## src/hw/rtl/gld_pkg.sv

```systemverilog
`default_nettype none
// ----------------------------------------------------------------------------
// gld_pkg
// Shared constants and types of the GIF LZW decoder.
// ----------------------------------------------------------------------------
package gld_pkg;

	localparam int TableDepth = 4096;
	localparam int TableAw    = $clog2(TableDepth);
	localparam int StackDepth = 4096;
	localparam int StackAw    = $clog2(StackDepth);
	localparam int CntW       = StackAw + 1;
	localparam int CodeW      = 12;
	localparam int AccW       = 20;
	localparam logic [3:0] MaxCodeBits = 4'd12;
	localparam logic [3:0] MinBitsLow  = 4'd2;
	localparam logic [3:0] MinBitsHigh = 4'd11;
	localparam logic [3:0] MinBitsRst  = 4'd8;
	localparam logic [12:0] NullPrefix = 13'd4096;

	// result status codes
	localparam logic [2:0] ST_OK        = 3'd0;
	localparam logic [2:0] ST_END       = 3'd1;
	localparam logic [2:0] ST_ZERO_BLK  = 3'd2;
	localparam logic [2:0] ST_TBL_OVF   = 3'd3;
	localparam logic [2:0] ST_STK_OVF   = 3'd4;
	localparam logic [2:0] ST_LOOP      = 3'd5;
	localparam logic [2:0] ST_UNEXP     = 3'd6;

	localparam logic CMD_FETCH = 1'b1;

	// one classified request between front and back
	typedef struct packed {
		logic       fetch;
		logic [7:0] data;
	} gld_item_t;

endpackage
`default_nettype wire

```

## src/hw/rtl/gld_front.sv

```systemverilog
`default_nettype none
// ----------------------------------------------------------------------------
// gld_front
// Accepts requests, classifies them and holds them in a two-entry queue.
// ----------------------------------------------------------------------------
module gld_front (
	input  wire                clk,
	input  wire                arst_n,
	input  wire                in_valid,
	output logic               in_ready,
	input  wire                cmd,
	input  wire  [7:0]         data_byte,
	output gld_pkg::gld_item_t item,
	output logic               item_valid,
	input  wire                item_take
);
	import gld_pkg::*;

	gld_item_t  fifo_q [2];
	logic       wr_ptr_q;
	logic       rd_ptr_q;
	logic [1:0] cnt_q;
	logic       push;
	logic       pop;

	assign in_ready   = (cnt_q != 2'd2);
	assign item_valid = (cnt_q != 2'd0);
	assign item       = fifo_q[rd_ptr_q];
	assign push       = in_valid && in_ready;
	assign pop        = item_valid && item_take;

	// queue storage
	always_ff @(posedge clk) begin
		if (push) begin
			fifo_q[wr_ptr_q].fetch <= (cmd == CMD_FETCH);
			fifo_q[wr_ptr_q].data  <= data_byte;
		end
	end

	// queue pointers
	always_ff @(posedge clk or negedge arst_n) begin
		if (!arst_n) begin
			wr_ptr_q <= 1'b0;
			rd_ptr_q <= 1'b0;
			cnt_q    <= 2'd0;
		end else begin
			if (push) wr_ptr_q <= ~wr_ptr_q;
			if (pop)  rd_ptr_q <= ~rd_ptr_q;
			cnt_q <= cnt_q + {1'b0, push} - {1'b0, pop};
		end
	end

endmodule
`default_nettype wire

```

## config.mk

```make
export PLATFORM = sky130hd
export DESIGN_NAME = gld_front
export DESIGN_NICKNAME = d
export VERILOG_FILES = /design/src/hw/rtl/gld_pkg.sv /design/src/hw/rtl/gld_front.sv
export SDC_FILE = /design/constraint.sdc
export NUM_CORES = 1
export LEC_CHECK = 0
export BUFFER_PORTS_ARGS = -buffer_cell sky130_fd_sc_hd__buf_2
export CAP_MARGIN = 25
export CELL_PAD_IN_SITES_DETAIL_PLACEMENT = 1
export CELL_PAD_IN_SITES_GLOBAL_PLACEMENT = 2
export CORE_MARGIN = 1.5
export CORE_UTILIZATION = 37
export CTS_BUF_LIST = sky130_fd_sc_hd__clkbuf_8
export CTS_CLUSTER_DIAMETER = 50
export DETAILED_ROUTE_END_ITERATION = 7
export PLACE_DENSITY_LB_ADDON = 0.1
export SKIP_LAST_GASP = 1
export SYNTH_ARGS = -nofsm -noshare
export SYNTH_HDL_FRONTEND = slang
export SYNTH_SLANG_ARGS = --single-unit
```

## constraint.sdc

```tcl
create_clock -name clk -period 2.1 [get_ports clk]
set_input_delay 0.42 -clock clk [delete_from_list [all_inputs] [get_ports clk]]
set_output_delay 0.42 -clock clk [all_outputs]
set_load 0.005 [all_outputs]
```

==> impl_metrics.tcl <==
set metrics [dict create \
    fin_crit_ns 1.78 \
    dieArea_um2 2580 \
    post-route-drc-count 0 \
    cp.required_ns 1.68 \
    htree_levels 1 \
    dpl.hpwl_um 925 \
    cts.path.max_buffers 2 \
    grt_first_pass_wirelength_um 2080 \
    tns_ns 0 \
    first_iter_violations 7 \
    detail_route.wirelength_um 1230 \
    relSlewSlack_pct 70.9 \
    yosysUniqueCellTypes 14 \
    ys_seq_area_share_pct 75.7 \
    rr_worst_depth 7 \
    rsz0062_at_grt "no" \
    arrival_ns 1.36 \
    syn_area_um2 846 \
    cts-root-buf "clkbuf_8" \
    hold_class "in2reg" \
    status "complete, no violations" \
    clock_skew_ns 0.00337 \
    final_nets 89 \
    synth.net_count 60 \
    worstSetupPathType "reg2out" \
    viasPerCell 4.35 \
    grt_max_degree 13 \
    peakVddDrop_mv 0.632 \
    ctsResizeCount 0 \
    powerDensity_nw_per_um2 1250 \
    ys_ff_latch 22 \
    ys_top_cells_by_area "edfxtp_1, mux2_1, dfrtp_1" \
    synth-main-ff-cell "edfxtp_1" \
    power_mw 1.32 \
    avgSynthCellArea_um2 18.8 \
    clkLatencyLatePin_ns 0.25 \
    synth_most_common_cell "edfxtp_1" \
    hold_viol_final 0 \
    wl_per_cell_um 12.1 \
    clock-sinks 22 \
    portBuffers 23 \
    period_share_pct 84.9 \
    tightest_slew_ns 0.437 \
    finalWeightedCongestion 0.645 \
    hold_buffers 1 \
    leakagePower_nw 0.426 \
    tritoncts "yes" \
    gr-total-overflow 0 \
    n_antenna_cell 0 \
    synth_commonest_cells "edfxtp_1, mux2_1, dfrtp_1" \
    cts_inserted_buffers 3 \
    netlist_instances 45 \
    die_h_um 50.8 \
    track_usage_pct 11.6 \
    area_growth_pct 24.6 \
    setup_viol 0 \
    async_reset_ff_share_pct 18.2 \
    yosysWarnings 0 \
    finalNonFillerCells 101 \
    timing.fmax_mhz 561 \
    end_kind "output pin" \
    firstDrtPassIters 4 \
    core_area_um2 2190 \
    die_w_um 50.8 \
    hold_path_depth 1 \
    ant_nets 0 \
    vias 439 \
    crit_path_max_fanout 10 \
    antenna_found_initial 0 \
    placedCellCount 96 \
    clk_pin_slew_worst_paths_ns 0.07 \
    initial_core_util_pct 38.6 \
    final_core_util_pct 48.1 \
    drv_cap 0 \
    boundaryPins 24 \
    drive_above_1_share_pct 38.4 \
    cp-start-kind "flop" \
    synth_top_cell_by_area "edfxtp_1" \
    rows 17 \
    grt_pass1_vias 458 \
    slew_viol_final 0 \
    yosys.area.top_type_share_pct 63.9 \
    synth_edf_count 18 \
    post-cts-setup-buffers 0 \
]
## through the flow
stage / setup WS, ns / hold slack, ns / cell area [um^2]
6_report: 0.317 / 0.353 / 1050
5_1_grt: 0.207 / 0.339 / 1050
4_1_cts: 0.277 / 0.346 / 1050
3_5_place_dp: 0.434 / 0.232 / 998
3_3_place_gp: 0.459 / 0.234 / 998
2_1_floorplan: 0.475 / 0.124 / 846
## cell type report
| cell class | count | area (um^2) |
|---|---|---|
| Clock buffer | 3 | 41.3 |
| Clock inverter | 1 | 3.75 |
| Fill cell | 228 | 1140 |
| Inverter | 1 | 3.75 |
| Multi-Input combinational cell | 21 | 196 |
| Sequential cell | 22 | 641 |
| Tap cell | 28 | 35.0 |
| Timing Repair Buffer | 25 | 133 |
## worst max-delay path, stage by stage, from the launching register on
cell and delay [ns]:
dfrtp_1 0.61, mux2_1 0.37, buf_2 0.13
## final timing paths
check | slack (ns) | to | from
max in group asynchronous | 1.48 | rd_ptr_q$_DFFE_PN0P_ | arst_n
min in group asynchronous | 0.51 | cnt_q[1]$_DFF_PN0_ | arst_n
setup reg to reg | 0.43 | cnt_q[1]$_DFF_PN0_ | cnt_q[1]$_DFF_PN0_
setup / recovery | 0.32 | item[5] | rd_ptr_q$_DFFE_PN0P_
hold reg to reg | 0.50 | wr_ptr_q$_DFFE_PN0N_ | wr_ptr_q$_DFFE_PN0N_
hold / removal | 0.35 | fifo_q[1][3]$_DFFE_PP_ | data_byte[3]
## routing by layer
layer / wire length, um / global-route usage [%] / up-vias
met1: 535 / 15.3 / 201
met3: 63 / 2.63 / 0
met5: 0 / 0 / -
li1: - / - / 223
met4: 0 / 6.76 / 0
met2: 628 / 17.5 / 15
## cells by family (layout without fill, tap and decap cells)
family	after synthesis	count (layout)	share of synthesized area (%)
flip-flops	22	22	75.7
multiplexers	9	9	12.0
AND/OR/NAND/NOR	6	6	4.14
XOR/XNOR	4	4	4.14
adder cells (fa/ha/maj)	2	2	2.96
buffers and inverters	2	30	1.03
## state kept, by name (all words and copies together) (netlist names)
signal	count
cnt_q	2
rd_ptr_q	1
wr_ptr_q	1
fifo_q	18
## where the power goes
group	total, mW	switching (mW)	internal, mW
Combinational	0.386	0.170	0.216
Sequential	0.688	0.0781	0.610
Clock	0.245	0.115	0.130
## cell usage in the layout (no fill, tap or decap), drive strengths merged
| cell | n |
|---|---|
| and2 | 1 |
| and3 | 1 |
| buf | 24 |
| clkbuf | 3 |
| dfrtp | 4 |
| dlygate4sd3 | 1 |
| edfxtp | 18 |
| ha | 2 |
| inv | 2 |
| mux2 | 9 |
| nand2 | 1 |
| nand2b | 1 |
| nor2 | 1 |
| or2 | 1 |
| xnor2 | 3 |
| xor2 | 1 |
(Power assumes the default switching activity.)
